--- src/hdl/bpq_pkg.sv ---
package bpq_pkg;
    localparam int DEF_CAPACITY = 16;
    localparam int KEY_W = 32;
    localparam int VAL_W = 32;
    localparam int OCC_W = 5;
    localparam int ENTRY_W = KEY_W + VAL_W;

    localparam logic [1:0] MODE_PUSH = 2'd0;
    localparam logic [1:0] MODE_POP = 2'd1;
    localparam logic [1:0] MODE_PEEK = 2'd2;
    localparam logic [1:0] MODE_UNUSED = 2'd3;

    localparam logic [1:0] ST_OK = 2'd0;
    localparam logic [1:0] ST_EMPTY = 2'd1;
    localparam logic [1:0] ST_FULL = 2'd2;

    typedef struct packed {
        logic [1:0]        status;
        logic [KEY_W-1:0]  top_priority;
        logic [VAL_W-1:0]  top_value;
    } t_result;
endpackage

--- src/hdl/bpq_ram.sv ---
module bpq_ram #(
    parameter int WIDTH = 64,
    parameter int DEPTH = 16
) (
    input  logic                     i_clk,
    input  logic                     i_we,
    input  logic [$clog2(DEPTH)-1:0] i_waddr,
    input  logic [WIDTH-1:0]         i_wdata,
    input  logic [$clog2(DEPTH)-1:0] i_raddr,
    output logic [WIDTH-1:0]         o_rdata
);
    logic [WIDTH-1:0] r_mem [DEPTH];

    always_ff @(posedge i_clk) begin
        if (i_we) begin
            r_mem[i_waddr] <= i_wdata;
        end
        o_rdata <= r_mem[i_raddr];
    end
endmodule

--- src/hdl/bpq_ctrl.sv ---
module bpq_ctrl
    import bpq_pkg::*;
#(
    parameter int CAPACITY = DEF_CAPACITY
) (
    input  logic                        i_clk,
    input  logic                        i_rst_n,
    input  logic                        i_order,
    input  logic                        i_start,
    input  logic [1:0]                  i_mode,
    input  logic [KEY_W-1:0]            i_prio,
    input  logic [VAL_W-1:0]            i_val,
    output logic                        o_busy,
    output logic                        o_done,
    output t_result                     o_res,
    output logic [$clog2(CAPACITY+1)-1:0] o_count,
    output logic                        o_we,
    output logic [$clog2(CAPACITY)-1:0] o_waddr,
    output logic [ENTRY_W-1:0]          o_wdata,
    output logic [$clog2(CAPACITY)-1:0] o_raddr,
    input  logic [ENTRY_W-1:0]          i_rdata
);
    localparam int AW = $clog2(CAPACITY);
    localparam int CW = $clog2(CAPACITY + 1);

    typedef enum logic [1:0] {S_IDLE, S_SCAN, S_SHIFT} t_state;

    t_state           r_state;
    logic [CW-1:0]    r_count;
    logic [CW-1:0]    r_idx;
    logic [AW-1:0]    r_best;
    logic [ENTRY_W-1:0] r_best_e;
    logic             r_pop;
    logic             r_rvalid;
    logic [CW-1:0]    r_ridx;
    logic [CW-1:0]    n_idx;
    logic             w_before;
    logic signed [KEY_W-1:0] w_rk, w_bk;

    assign w_rk = i_rdata[ENTRY_W-1 -: KEY_W];
    assign w_bk = r_best_e[ENTRY_W-1 -: KEY_W];
    assign w_before = (r_ridx == '0) ||
                      (i_order ? (w_rk > w_bk) : (w_rk < w_bk));
    assign o_busy = (r_state != S_IDLE);
    assign o_count = r_count;
    assign n_idx = r_idx + CW'(1);

    always_comb begin
        o_raddr = r_idx[AW-1:0];
        o_we = 1'b0;
        o_waddr = r_count[AW-1:0];
        o_wdata = {i_prio, i_val};
        if (r_state == S_IDLE) begin
            o_raddr = '0;
            o_we = i_start && (i_mode == MODE_PUSH) && (r_count < CW'(CAPACITY));
        end else if (r_state == S_SCAN && !r_rvalid) begin
            o_raddr = r_best + AW'(1);
        end else if (r_state == S_SHIFT && r_rvalid) begin
            o_we = 1'b1;
            o_waddr = AW'(r_ridx - CW'(1));
            o_wdata = i_rdata;
        end
    end

    always_ff @(posedge i_clk) begin
        if (!i_rst_n) begin
            r_state <= S_IDLE;
            r_count <= '0;
            o_done <= 1'b0;
            r_rvalid <= 1'b0;
        end else begin
            o_done <= 1'b0;
            case (r_state)
                S_IDLE: begin
                    if (i_start) begin
                        o_res <= '{ST_OK, '0, '0};
                        r_pop <= (i_mode == MODE_POP);
                        r_idx <= CW'(1);
                        r_ridx <= '0;
                        case (i_mode)
                            MODE_PUSH: begin
                                o_done <= 1'b1;
                                if (r_count < CW'(CAPACITY)) begin
                                    r_count <= r_count + CW'(1);
                                end else begin
                                    o_res.status <= ST_FULL;
                                end
                            end
                            MODE_POP, MODE_PEEK: begin
                                if (r_count == '0) begin
                                    o_res.status <= ST_EMPTY;
                                    o_done <= 1'b1;
                                end else begin
                                    r_state <= S_SCAN;
                                    r_rvalid <= 1'b1;
                                end
                            end
                            default: o_done <= 1'b1;
                        endcase
                    end
                end
                S_SCAN: begin
                    if (r_rvalid && w_before) begin
                        r_best <= AW'(r_ridx);
                        r_best_e <= i_rdata;
                    end
                    r_ridx <= r_idx;
                    r_rvalid <= (r_idx < r_count);
                    r_idx <= n_idx;
                    if (!r_rvalid) begin
                        o_res.top_priority <= r_best_e[ENTRY_W-1 -: KEY_W];
                        o_res.top_value <= r_best_e[VAL_W-1:0];
                        if (r_pop) begin
                            r_state <= S_SHIFT;
                            r_idx <= CW'(r_best) + CW'(2);
                            r_ridx <= CW'(r_best) + CW'(1);
                            r_rvalid <= (CW'(r_best) + CW'(1)) < r_count;
                        end else begin
                            r_state <= S_IDLE;
                            o_done <= 1'b1;
                        end
                    end
                end
                S_SHIFT: begin
                    r_ridx <= r_idx;
                    r_rvalid <= (r_idx < r_count);
                    r_idx <= n_idx;
                    if (!r_rvalid) begin
                        r_state <= S_IDLE;
                        r_count <= r_count - CW'(1);
                        o_done <= 1'b1;
                    end
                end
                default: r_state <= S_IDLE;
            endcase
        end
    end
endmodule

--- src/hdl/bounded_priority_queue.sv ---
// Channel  Direction  tdata (low bit up)                          tuser
// s_axis   in         mode[1:0], priority_req[33:2], value[65:34] -
// m_axis   out        status[1:0], top_priority[33:2],            -
//                     top_value[65:34], occupancy[70:66]
// cfg      in         order_select on i_cfg_wdata[0]
// A push, or any request that ends at once, completes without a scan; a pop or
// peek reads each held entry through the single RAM read port, and a pop then
// shifts the entries after the top one down to close the gap. Reset clears the
// count, the order select and the output valid flag, not the RAM.
// One request at a time; a waiting result holds the next request back.
module bounded_priority_queue
    import bpq_pkg::*;
#(
    parameter int CAPACITY = DEF_CAPACITY
) (
    input  logic        i_clk,
    input  logic        i_rst_n,
    input  logic        i_cfg_we,
    input  logic        i_cfg_wdata,
    input  logic        s_axis_tvalid,
    output logic        s_axis_tready,
    input  logic [71:0] s_axis_tdata,  // mode, priority_req, value
    output logic        m_axis_tvalid,
    input  logic        m_axis_tready,
    output logic [71:0] m_axis_tdata   // status, top_priority, top_value, occupancy
);
    localparam int AW = $clog2(CAPACITY);
    localparam int CW = $clog2(CAPACITY + 1);

    logic r_order;
    logic r_ovalid;
    logic w_busy, w_done, w_start, w_we;
    t_result w_res;
    logic [CW-1:0] w_count;
    logic [AW-1:0] w_waddr, w_raddr;
    logic [ENTRY_W-1:0] w_wdata, w_rdata;

    assign s_axis_tready = !w_busy && !r_ovalid && !w_done;
    assign w_start = s_axis_tvalid && s_axis_tready;
    assign m_axis_tvalid = r_ovalid;

    always_ff @(posedge i_clk) begin
        if (!i_rst_n) begin
            r_order <= 1'b0;
            r_ovalid <= 1'b0;
        end else begin
            if (i_cfg_we) begin
                r_order <= i_cfg_wdata;
            end
            if (w_done) begin
                r_ovalid <= 1'b1;
                m_axis_tdata <= {1'b0, OCC_W'(w_count), w_res.top_value,
                                 w_res.top_priority, w_res.status};
            end else if (m_axis_tready) begin
                r_ovalid <= 1'b0;
            end
        end
    end

    bpq_ctrl #(.CAPACITY(CAPACITY)) u_ctrl (
        .i_clk(i_clk), .i_rst_n(i_rst_n), .i_order(r_order),
        .i_start(w_start), .i_mode(s_axis_tdata[1:0]),
        .i_prio(s_axis_tdata[33:2]), .i_val(s_axis_tdata[65:34]),
        .o_busy(w_busy), .o_done(w_done), .o_res(w_res), .o_count(w_count),
        .o_we(w_we), .o_waddr(w_waddr), .o_wdata(w_wdata),
        .o_raddr(w_raddr), .i_rdata(w_rdata)
    );

    bpq_ram #(.WIDTH(ENTRY_W), .DEPTH(CAPACITY)) u_ram (
        .i_clk(i_clk), .i_we(w_we), .i_waddr(w_waddr), .i_wdata(w_wdata),
        .i_raddr(w_raddr), .o_rdata(w_rdata)
    );

`ifndef NO_ASSERTIONS
    a_cnt: assert property (@(posedge i_clk) disable iff (!i_rst_n)
        w_count <= CW'(CAPACITY)) else $error("count above capacity");
    a_one: assert property (@(posedge i_clk) disable iff (!i_rst_n)
        w_start |=> !s_axis_tready) else $error("second request taken");
    a_done: assert property (@(posedge i_clk) disable iff (!i_rst_n)
        w_done |-> !r_ovalid) else $error("result overwritten");
`endif
endmodule
--- config.mk ---
export PLATFORM = sky130hd
export DESIGN_NAME = bounded_priority_queue
export DESIGN_NICKNAME = d
export VERILOG_FILES = /design/src/hdl/bpq_pkg.sv /design/src/hdl/bpq_ram.sv /design/src/hdl/bpq_ctrl.sv /design/src/hdl/bounded_priority_queue.sv
export SDC_FILE = /design/constraint.sdc
export NUM_CORES = 1
export LEC_CHECK = 0
export BUFFER_PORTS_ARGS = -buffer_cell sky130_fd_sc_hd__buf_2
export CORE_MARGIN = 5
export CORE_UTILIZATION = 30
export CTS_CLUSTER_SIZE = 25
export DETAILED_ROUTE_END_ITERATION = 10
export PLACE_DENSITY = 0.51
export SLEW_MARGIN = 20
export SYNTH_ARGS = -nofsm -noshare
export SYNTH_HDL_FRONTEND = slang
export SYNTH_SLANG_ARGS = --single-unit
--- constraint.sdc ---
create_clock -name i_clk -period 14.4 [get_ports i_clk]
set_clock_uncertainty 0.05 [all_clocks]
set_input_delay 2.88 -clock i_clk [delete_from_list [all_inputs] [get_ports i_clk]]
set_output_delay 2.88 -clock i_clk [all_outputs]
set_load 0.1 [all_outputs]
# Word level (Yosys, flattened, before mapping)

Memory sizes are Yosys's and may differ from the RTL's. A register that Yosys moved wholly into a read port is not among the register bits.
Cells that the tools add are included.
W data, S select, Z words.

Register bits after elaboration: 227
Latch bits: 0
Bits in writable memories: 1024
Memory bits (read-only): 0
Input port bits: 78
Output and inout port bits: 74
Word-level logic and storage cells: 125
Memories kept: 1

Add/subtract/negate cells: 7
Multiply operators: 0
Div/mod/pow operators: 0
$lt $le $gt $ge: 5
Equal/unequal tests: 11
Shift operators: 0
Mux-type cells: 55
Bitwise operators: 0
Reductions and logical operators: 31

Memory list:

| memory      | depth | bits a word | rd ports | clocked after Yosys merged registers in | wr ports | RTL line      | RTL |
|---|---|---|---|---|---|---|---|
| u_ram.r_mem | 16    | 64          | 1        | 1                                       | 1        | bpq_ram.sv:12 | `logic [WIDTH-1:0] r_mem [DEPTH];` |

Operators by type and width:

| operator              | number |
|---|---|
| $mux W64              | 5 |
| $pmux W64 S2          | 1 |
| $mux W5               | 10 |
| $gt A32 B32 Y1        | 1 |
| $lt A32 B32 Y1        | 1 |
| $pmux W5 S3           | 2 |
| $mux W1               | 20 |
| $mux W4               | 5 |
| $mux W2               | 7 |
| $ne A2 B2 Y1 const B  | 6 |
| $add A5 B1 Y5 const B | 2 |
| $logic_not A5 Y1      | 2 |
| $lt A5 B5 Y1          | 2 |
| $pmux W5 S2           | 1 |
| $reduce_and A5 Y1     | 2 |
| $reduce_and A3 Y1     | 3 |
| $logic_and A1 B1 Y1   | 8 |
| $reduce_and A4 Y1     | 2 |
| $reduce_bool A2 Y1    | 4 |
| $pmux W1 S3           | 2 |
| $pmux W2 S3           | 1 |
| $add A4 B1 Y5 const B | 1 |
| $add A4 B2 Y5 const B | 1 |
| $lt A5 B5 Y1 const B  | 1 |
| other kinds (13)      | 19 |

# Logic depth before layout (Yosys ltp)

Gate-level depths: netlist of the first run.

Depth in word-level cells: 10
Depth in mapped cells: 12
Mapped depth without buffers: 10

# Cells and area by module

A second synthesis of the first run with hierarchy kept.

Cell total of the unflattened synthesis: 2312
Area total of the unflattened synthesis: 49437.4 µm²

By module, submodules not included:

| module                 | times used | cells each | area each (µm²) | seq. area each (µm²) |
|---|---|---|---|---|
| bpq_ram                | 1          | 1647       | 39581.7         | 32030.7 |
| bpq_ctrl               | 1          | 583        | 7619.8          | 4534.3 |
| bounded_priority_queue | 1          | 82         | 2235.9          | 2172.1 |

# Worst setup path after synthesis of the first run

Ideal clock, no wire load.

Path kind: in2reg
From: input i_rst_n
To: register u_ctrl.r_best[0] (enable)
Library setup time: 0.680 ns
Arrival time: 9.899 ns
Required time: 13.670 ns
Slack: 3.771 ns
Cell stages on the path: 2
Path buffers: 0
Cells stage by stage: inv_1 -> o41ai_1

Cells in the longest elaborated chain, start to end: 1

Ends and longest elaborated chain:

| what                               | RTL line                     | RTL |
|---|---|---|
| start, declared                    | bounded_priority_queue.sv:17 | `input logic i_rst_n,` |
| $reduce_and A3 Y1 (no source line) | -                            |  |
| end signal, assigned               | bpq_ctrl.sv:104              | `r_best <= AW'(r_ridx);` |
| end, declared                      | bpq_ctrl.sv:31               | `logic [AW-1:0] r_best;` |

No other way between the ends.
A chain may end at the register's enable or synchronous reset.

# Worst setup path in the final report of the first run

From: input s_axis_tdata[1]
To: memory u_ram.r_mem[10][42] (enable)

Cells in the longest elaborated chain, start to end: 6

Ends and longest elaborated chain:

| what                             | RTL line                     | RTL |
|---|---|---|
| start, declared                  | bounded_priority_queue.sv:22 | `input logic [71:0] s_axis_tdata,` |
| $logic_not A2 Y1                 | bpq_ctrl.sv:55               | `o_we = i_start && (i_mode == MODE_PUSH) && (r_count < CW'(CAPACITY));` |
| $logic_and A1 B1 Y1 (2 in a row) | bpq_ctrl.sv:55               |  |
| $mux W1                          | bpq_ctrl.sv:53               | `if (r_state == S_IDLE) begin` |
| $mux W1                          | bpq_ram.sv:15                | `if (i_we) begin` |
| $mux W1 (implied by the code)    | bpq_ram.sv:16                | `r_mem[i_waddr] <= i_wdata;` |
| end, declared                    | bpq_ram.sv:12                |  |

No other way between the ends.

==> summary.txt, run 1 <==
Outcome
  • Outcome: finished clean

Timing
  • Hold Slack: 0.360 ns
  • Final hold vios: 0
  • Max Clk Rate: 178 MHz
  • Crit share post-route: 38.9%
  • Slew HR: 29.5%
  • Final setup vio count: 0
  • Final min period: 5.60 ns
  • Slew Viols, Final: 0
  • RSZ-0062 raised after global routing: false
  • Measured slew at the worst slew-check pin: 1.06 ns
  • Setup_tns: 0 ns

Finish
  • Seq. cell area: 38,700 um2
  • Most common cell after layout, fill and taps aside: edfxtp_1
  • Cell Count, Final, Fillers Out: 5,115
  • Fillers: 15,700
  • Multi-input gate area: 10,700 um2
  • NumNets Final: 2,934
  • Ratio of cells with drive above 1 in the final layout: 22.9%
  • Area grow syn2layout: 15.4%
  • Most frequent cells in the layout: 1,240 x edfxtp_1, 342 x nand2_1, 256 x mux4_2

Placement
  • Post-DP HPWL: 61,500 um
  • Cells after DPL: 4,868
  • GPL Wtd Cong: 0.723
  • Port Buffers: 144

Run
  • Max Cap Viol: 0

Worst setup path
  • R2R cell count: 13
  • R2R setup slack: 9.30 ns
  • Slowest-stage cell, CP: buf_4
  • Worst path cell trace: buf_2, inv_1, ha_1, nor3b_2, a31oi_1, nor2_4, buf_4
  • Startpoint of the worst register-to-register path: u_ctrl.r_state[1]$_SDFFE_PN0P_
  • Top delay family on crit path: simple AND/OR/NAND/NOR gates
  • Arr. time, crit path: 5.91 ns
  • WS Path Type: in2reg
  • CP startpoint kind: primary input
  • Critical Path Fanout Max: 46
  • Buf/Inv on CP: 3
  • Critical Path RT: 14.70 ns
  • CP peak stage delay: 0.92 ns
  • Terminus of the critical flop-to-flop path: u_ram.o_rdata[18]$_DFF_P_
  • Crit. End Element: register

Floorplanning
  • Standard-cell row count: 150
  • Core Region: 167,000 um2
  • DIE AREA: 176,000 um2
  • Die X: 419 um
  • Die Y: 419 um
  • Initial Util: 30.1%
  • I/O pins: 152

Yosys
  • Main synth FF type: edfxtp_1
  • Cell taking the most area after synthesis: edfxtp_1
  • Synthesized flop and latch total: 1,315
  • Async SR Flop Fraction: 0%
  • Mapped Avg Cell Area: 19.3 um2
  • Mapped Cells: 2,602
  • Yosys cell types: 53
  • Net Count, Synth: 2,736
  • EDFF count, synth: 1,240
  • Mapped cell area: 50,200 um2
  • Share of the synthesized area in the top cell type: 74.2%
  • Sequential share of the synthesized area: 77.2%
  • YS warnings: 0
  • Top cells by area, synth: edfxtp_1 74%, mux4_2 11%, dfxtp_1 3.0%

Clocking
  • Root buf cell: clkbuf_16
  • CTS tree: built
  • Clock Pin Slew Worst Setup and Hold Paths: 0.06 ns
  • TritonCTS buffer count: 134
  • Worst skew pair latency: 0.76 ns
  • Sink Count: 1,315
  • Postcts setup bufs: 0
  • Bufs on Longest Clock Path: 3
  • Post-cts resize count: 0
  • CTS H-tree lvls: 4
  • CTS Hold Bufs: 0

Detailed routing
  • Drt drc: 0
  • Detailed-route via count: 24,100
  • Starting DRT DRC Count: 1,817
  • Detailed Route WL: 120,000 um
  • DR WL/cell: 23.5 um
  • Vias per inst: 4.72
  • DRT Pass-1 Iters: 5
  • DRT antenna net count: 0

Pwr
  • Worst vdd ir: 0.0949 mV
  • Power per standard cell area: 160 nW/um2
  • LEAKAGE: 18.8 nW
  • Tot Pwr: 9.23 mW

Min path
  • Hold Path Class: reg2reg
  • Hold depth: 0
  • Worst hold start: u_ctrl.o_res[53]$_SDFFCE_PN0P_
  • Worst hold endpoint: m_axis_tdata[23]$_DFFE_PP_

Global routing
  • GR Overflow Total: 0
  • First-pass GRT wire length: 175,000 um
  • Total GRT Usage: 13.7%
  • Antenna violations before repair: 3
  • Vias in the first global route: 25,400
  • Largest net degree at the start of global routing: 129
## synthesized netlist by cell type, drive strengths merged (9+ instances only)
| library cell | n |
|---|---|
| nor2 | 73 |
| and2 | 99 |
| a31oi | 71 |
| ha | 55 |
| dfxtp | 75 |
| o21ai | 19 |
| edfxtp | 1240 |
| inv | 51 |
| mux4 | 256 |
| a21oi | 26 |
| buf | 71 |
| nor2b | 14 |
| nand2 | 344 |
| nand3 | 9 |
| nand4 | 9 |
| clkbuf | 54 |
| a211oi | 67 |
## stage by stage
step | cell area (um2) | util (%) | setup WS, ns
2_1_floorplan | 50200 | - | 3.77
5_1_grt | 57900 | 34.7 | 8.64
3_3_place_gp | 53500 | 32.1 | 8.02
3_5_place_dp | 53500 | 32.1 | 7.96
6_report | 57900 | 34.7 | 8.80
4_1_cts | 57900 | 34.7 | 8.77
## state kept, by name (all words and copies together) (netlist names), 2 cells and up
register,cells
u_ctrl.r_state,2
u_ctrl.r_best,4
m_axis_tdata,71
u_ram.o_rdata,64
u_ctrl.r_best_e,64
u_ctrl.r_ridx,5
u_ctrl.o_res,66
u_ctrl.r_idx,5
u_ram.r_mem,1024
u_ctrl.o_count,5
## worst max path at each step
stage | startpoint | to | slack (ns) | depth (start not counted)
floorplan | i_rst_n | u_ctrl.r_best[0]$_DFFE_PP_ | 3.77 | 2
global placement | s_axis_tdata[1] | u_ram.r_mem[10][28]$_DFFE_PP_ | 8.02 | 7
detailed placement | s_axis_tdata[1] | u_ram.r_mem[10][18]$_DFFE_PP_ | 7.96 | 7
CTS | s_axis_tdata[1] | u_ram.r_mem[10][44]$_DFFE_PP_ | 8.77 | 7
global route | s_axis_tdata[1] | u_ram.r_mem[10][42]$_DFFE_PP_ | 8.64 | 7
finish | s_axis_tdata[1] | u_ram.r_mem[10][42]$_DFFE_PP_ | 8.80 | 7
## metal layers
layer	part of all wire, %	track usage [%]	up-vias
met5	0.011	0	-
met4	2.3	4.19	2
met3	3.6	2.01	161
met2	51	24.0	487
met1	43	17.5	12800
li1	-	-	10700
## cells by family after synthesis
logic type               Yosys count  share of synthesized area, %
AO/OA/AOI/OAI                    207                          2.72
XOR/XNOR                          12                         0.209
adder cells (fa/ha/maj)           56                          1.41
buffers and inverters            178                          1.78
flip-flops                      1315                          77.2
multiplexers                     260                          11.6
other                              1                       0.00747
AND/OR/NAND/NOR                  573                          5.09
## area by class of cell
cell class | count | share of cell area [%]
multi-input cells | 1109 | 18.5
inverters | 53 | 0.344
flip-flops and latches | 1315 | 66.9
repair buffers | 187 | 1.89
diodes | 1 | 0.00432
clock inverters | 56 | 1.06
well taps | 2204 | 4.76
clock buffers | 190 | 6.49
## report_power, final
| part | switching (mW) | total, mW | internal (mW) | leakage (nW) |
|---|---|---|---|---|
| Combinational | 0.778 | 1.26 | 0.478 | 4.89 |
| Clock | 1.45 | 3.46 | 2.01 | 2.13 |
| Sequential | 0.114 | 4.52 | 4.41 | 11.8 |
| Total | 2.34 | 9.23 | 6.90 | 18.8 |
(Power assumes the default switching activity.)
==> run 2: changes to the inputs <==
- ABC_AREA: default -> 1
- PLACE_DENSITY: 0.51 -> 0.53
- clock period: 14.4 -> 5.11 ns (I/O delays scaled with it)
==> summary.txt, run 2 <==
Yosys
  • Mapped cell area: 53,100 um2
  • Async SR Flop Fraction: 0%
  • Main synth FF type: edfxtp_1
  • Top cells by area, synth: edfxtp_1 70%, o211ai_1 6.7%, nand2_1 6.1%
  • Cell taking the most area after synthesis: edfxtp_1
  • EDFF count, synth: 1,240
  • Count leader, synth: edfxtp_1
  • Mapped Cells: 4,245
  • Share of the synthesized area in the top cell type: 70.1%
  • Sequential share of the synthesized area: 73.0%
  • Commonest cells in the synthesized netlist: 1,240 x edfxtp_1, 868 x nand2_1, 654 x inv_1
  • YS warnings: 0
  • Net Count, Synth: 4,379
  • Yosys cell types: 40
  • Synthesized flop and latch total: 1,315
  • Mapped Avg Cell Area: 12.5 um2

Clocking
  • Root buf cell: clkbuf_16
  • Bufs on Longest Clock Path: 3
  • CTS tree: built
  • TritonCTS buffer count: 145
  • Sink Count: 1,315
  • Postcts setup bufs: 0
  • CTS H-tree lvls: 4
  • Worst skew pair latency: 0.79 ns
  • CTS Hold Bufs: 0
  • Clock Pin Slew Worst Setup and Hold Paths: 0.06 ns
  • Post-cts resize count: 0

Detailed routing
  • Drt drc: 0
  • Detailed Route WL: 133,000 um
  • Starting DRT DRC Count: 2,560
  • Detailed-route via count: 31,400
  • DRT Pass-1 Iters: 5
  • DR WL/cell: 19.4 um
  • Vias per inst: 4.60
  • DRT antenna net count: 0

Worst setup path
  • Critical Path Start: u_ctrl.r_state[1]$_SDFFE_PN0P_
  • R2R setup slack: 0.83 ns
  • CP startpoint kind: register
  • WS Path Type: reg2reg
  • Arr. time, crit path: 4.69 ns
  • Critical Path RT: 5.52 ns
  • Crit. End Element: register
  • Startpoint of the worst register-to-register path: u_ctrl.r_state[1]$_SDFFE_PN0P_
  • Critical Path Fanout Max: 17

Placement
  • Post-placement cell area: 56,700 um2
  • Place WS: 0.871 ns
  • Post-DP HPWL: 69,500 um
  • GPL Wtd Cong: 0.758
  • Cells after DPL: 6,566
  • Port Buffers: 144

Timing
  • Measured slew at the worst slew-check pin: 1.03 ns
  • Crit share post-route: 83.8%
  • Setup ws final: 0.828 ns
  • Final setup vio count: 0
  • Slew Viols, Final: 0
  • Max Clk Rate: 234 MHz
  • Hold Slack: 0.350 ns
  • Slew HR: 31.2%
  • Final min period: 4.28 ns
  • Final hold vios: 0
  • RSZ-0062 raised after global routing: false

Finish
  • Post-route design area: 61,400 um2
  • NumNets Final: 4,507
  • Most frequent cells in the layout: 1,240 x edfxtp_1, 868 x nand2_1, 652 x inv_1
  • Area grow syn2layout: 15.6%
  • Ratio of cells with drive above 1 in the final layout: 10.2%
  • Largest registers: u_ram.r_mem (1024), m_axis_tdata (71), u_ctrl.o_res (66)
  • Seq. cell area: 38,700 um2
  • Most common cell after layout, fill and taps aside: edfxtp_1
  • Fillers: 17,200
  • Cell Count, Final, Fillers Out: 6,837
  • Multi-input gate area: 11,000 um2
  • Number of flip-flops under the largest register name: 1,024
  • Top reg by flops: u_ram.r_mem

Floorplanning
  • Die Y: 431 um
  • I/O pins: 152
  • Initial Util: 30.1%
  • DIE AREA: 185,000 um2
  • Standard-cell row count: 154
  • Core Region: 176,000 um2
  • Die X: 431 um

Run
  • Max Cap Viol: 0

Global routing
  • Vias in the first global route: 30,000
  • Antenna violations before repair: 4
  • First-pass GRT wire length: 197,000 um
  • Total GRT Usage: 14.0%
  • GR Overflow Total: 0
  • Largest net degree at the start of global routing: 223

Pwr
  • Worst vdd ir: 0.352 mV
  • LEAKAGE: 23.6 nW
  • Power per standard cell area: 470 nW/um2

Outcome
  • Outcome: finished clean

Min path
  • Hold Path Class: reg2reg
  • Worst hold start: u_ctrl.o_res[54]$_SDFFCE_PN0P_
==> run 2: cell count changes after synthesis, moves of 53 or more <==
cell	delta
o21ai_0	+132
a211oi_1	-66
mux4_2	-256
inv_1	+604
and2_1	-99
a21oi_1	+53
a31oi_1	-71
o211ai_1	+472
nand3_1	+287
nand2_1	+525
buf_2	+117
==> run 2: area by class of cell <==
type	instances	area share, %
clock inverter	64	1.01
multi-input combinational	2035	17.9
timing repair buffer	215	2.57
antenna	2	0.00815
tap	2340	4.77
clock buffer	205	6.57
inverter	661	4.08
sequential	1315	63.1
==> run 2: critical path, cell delays in order, from the launching register on <==
cell and delay (ns):
dfxtp_1 0.33, inv_1 0.13, ha_1 0.44, inv_2 0.24
nor3_4 0.17, nand2_1 0.14, o31ai_1 0.74, nand3_1 0.54
nor2_4 0.78, buf_4 0.38
==> run 2: cells by family after synthesis <==
family	Yosys count	share of synthesized area, %
adder cells (fa/ha/maj)	56	1.33
buffers and inverters	895	6.76
AO/OA/AOI/OAI	733	9.21
other	1	0.00706
flip-flops	1315	73.0
XOR/XNOR	10	0.165
AND/OR/NAND/NOR	1235	9.56
==> run 2: power by group <==
group | switching (mW) | internal [mW] | leakage [nW] | total, mW
Sequential | 0.397 | 12.6 | 11.8 | 13.0
Combinational | 4.18 | 1.54 | 9.46 | 5.72
Clock | 4.35 | 5.82 | 2.26 | 10.2
Total | 8.93 | 19.9 | 23.6 | 28.9
==> run 2: worst paths after layout <==
kind,cells past startpoint,to
worst min-delay path,0,m_axis_tdata[24]$_DFFE_PP_
worst max register to register,9,u_ram.r_mem[4][32]$_DFFE_PP_
worst max-delay path,9,u_ram.r_mem[4][32]$_DFFE_PP_
worst min register to register,0,m_axis_tdata[24]$_DFFE_PP_
==> run 2: through the flow <==
step / TNS (ns) / utilization [%] / total power, mW
3_3_place_gp: 0 / 32.2 / 19.0
5_1_grt: 0 / 34.8 / 30.3
6_report: 0 / 34.8 / 28.9
3_5_place_dp: 0 / 32.2 / 19.0
4_1_cts: 0 / 34.8 / 29.3
2_1_floorplan: -449.37 / - / 17.2
==> run 2: layer usage <==
metal | up-vias | GRT usage [%] | wire length, um | part of all wire [%]
li1 | 15200 | - | - | -
met1 | 15400 | 19.9 | 62800 | 47
met2 | 683 | 22.1 | 60400 | 46
met3 | 201 | 2.50 | 6300 | 4.8
met4 | 4 | 3.92 | 3130 | 2.4
met5 | - | 0 | 21 | 0.016
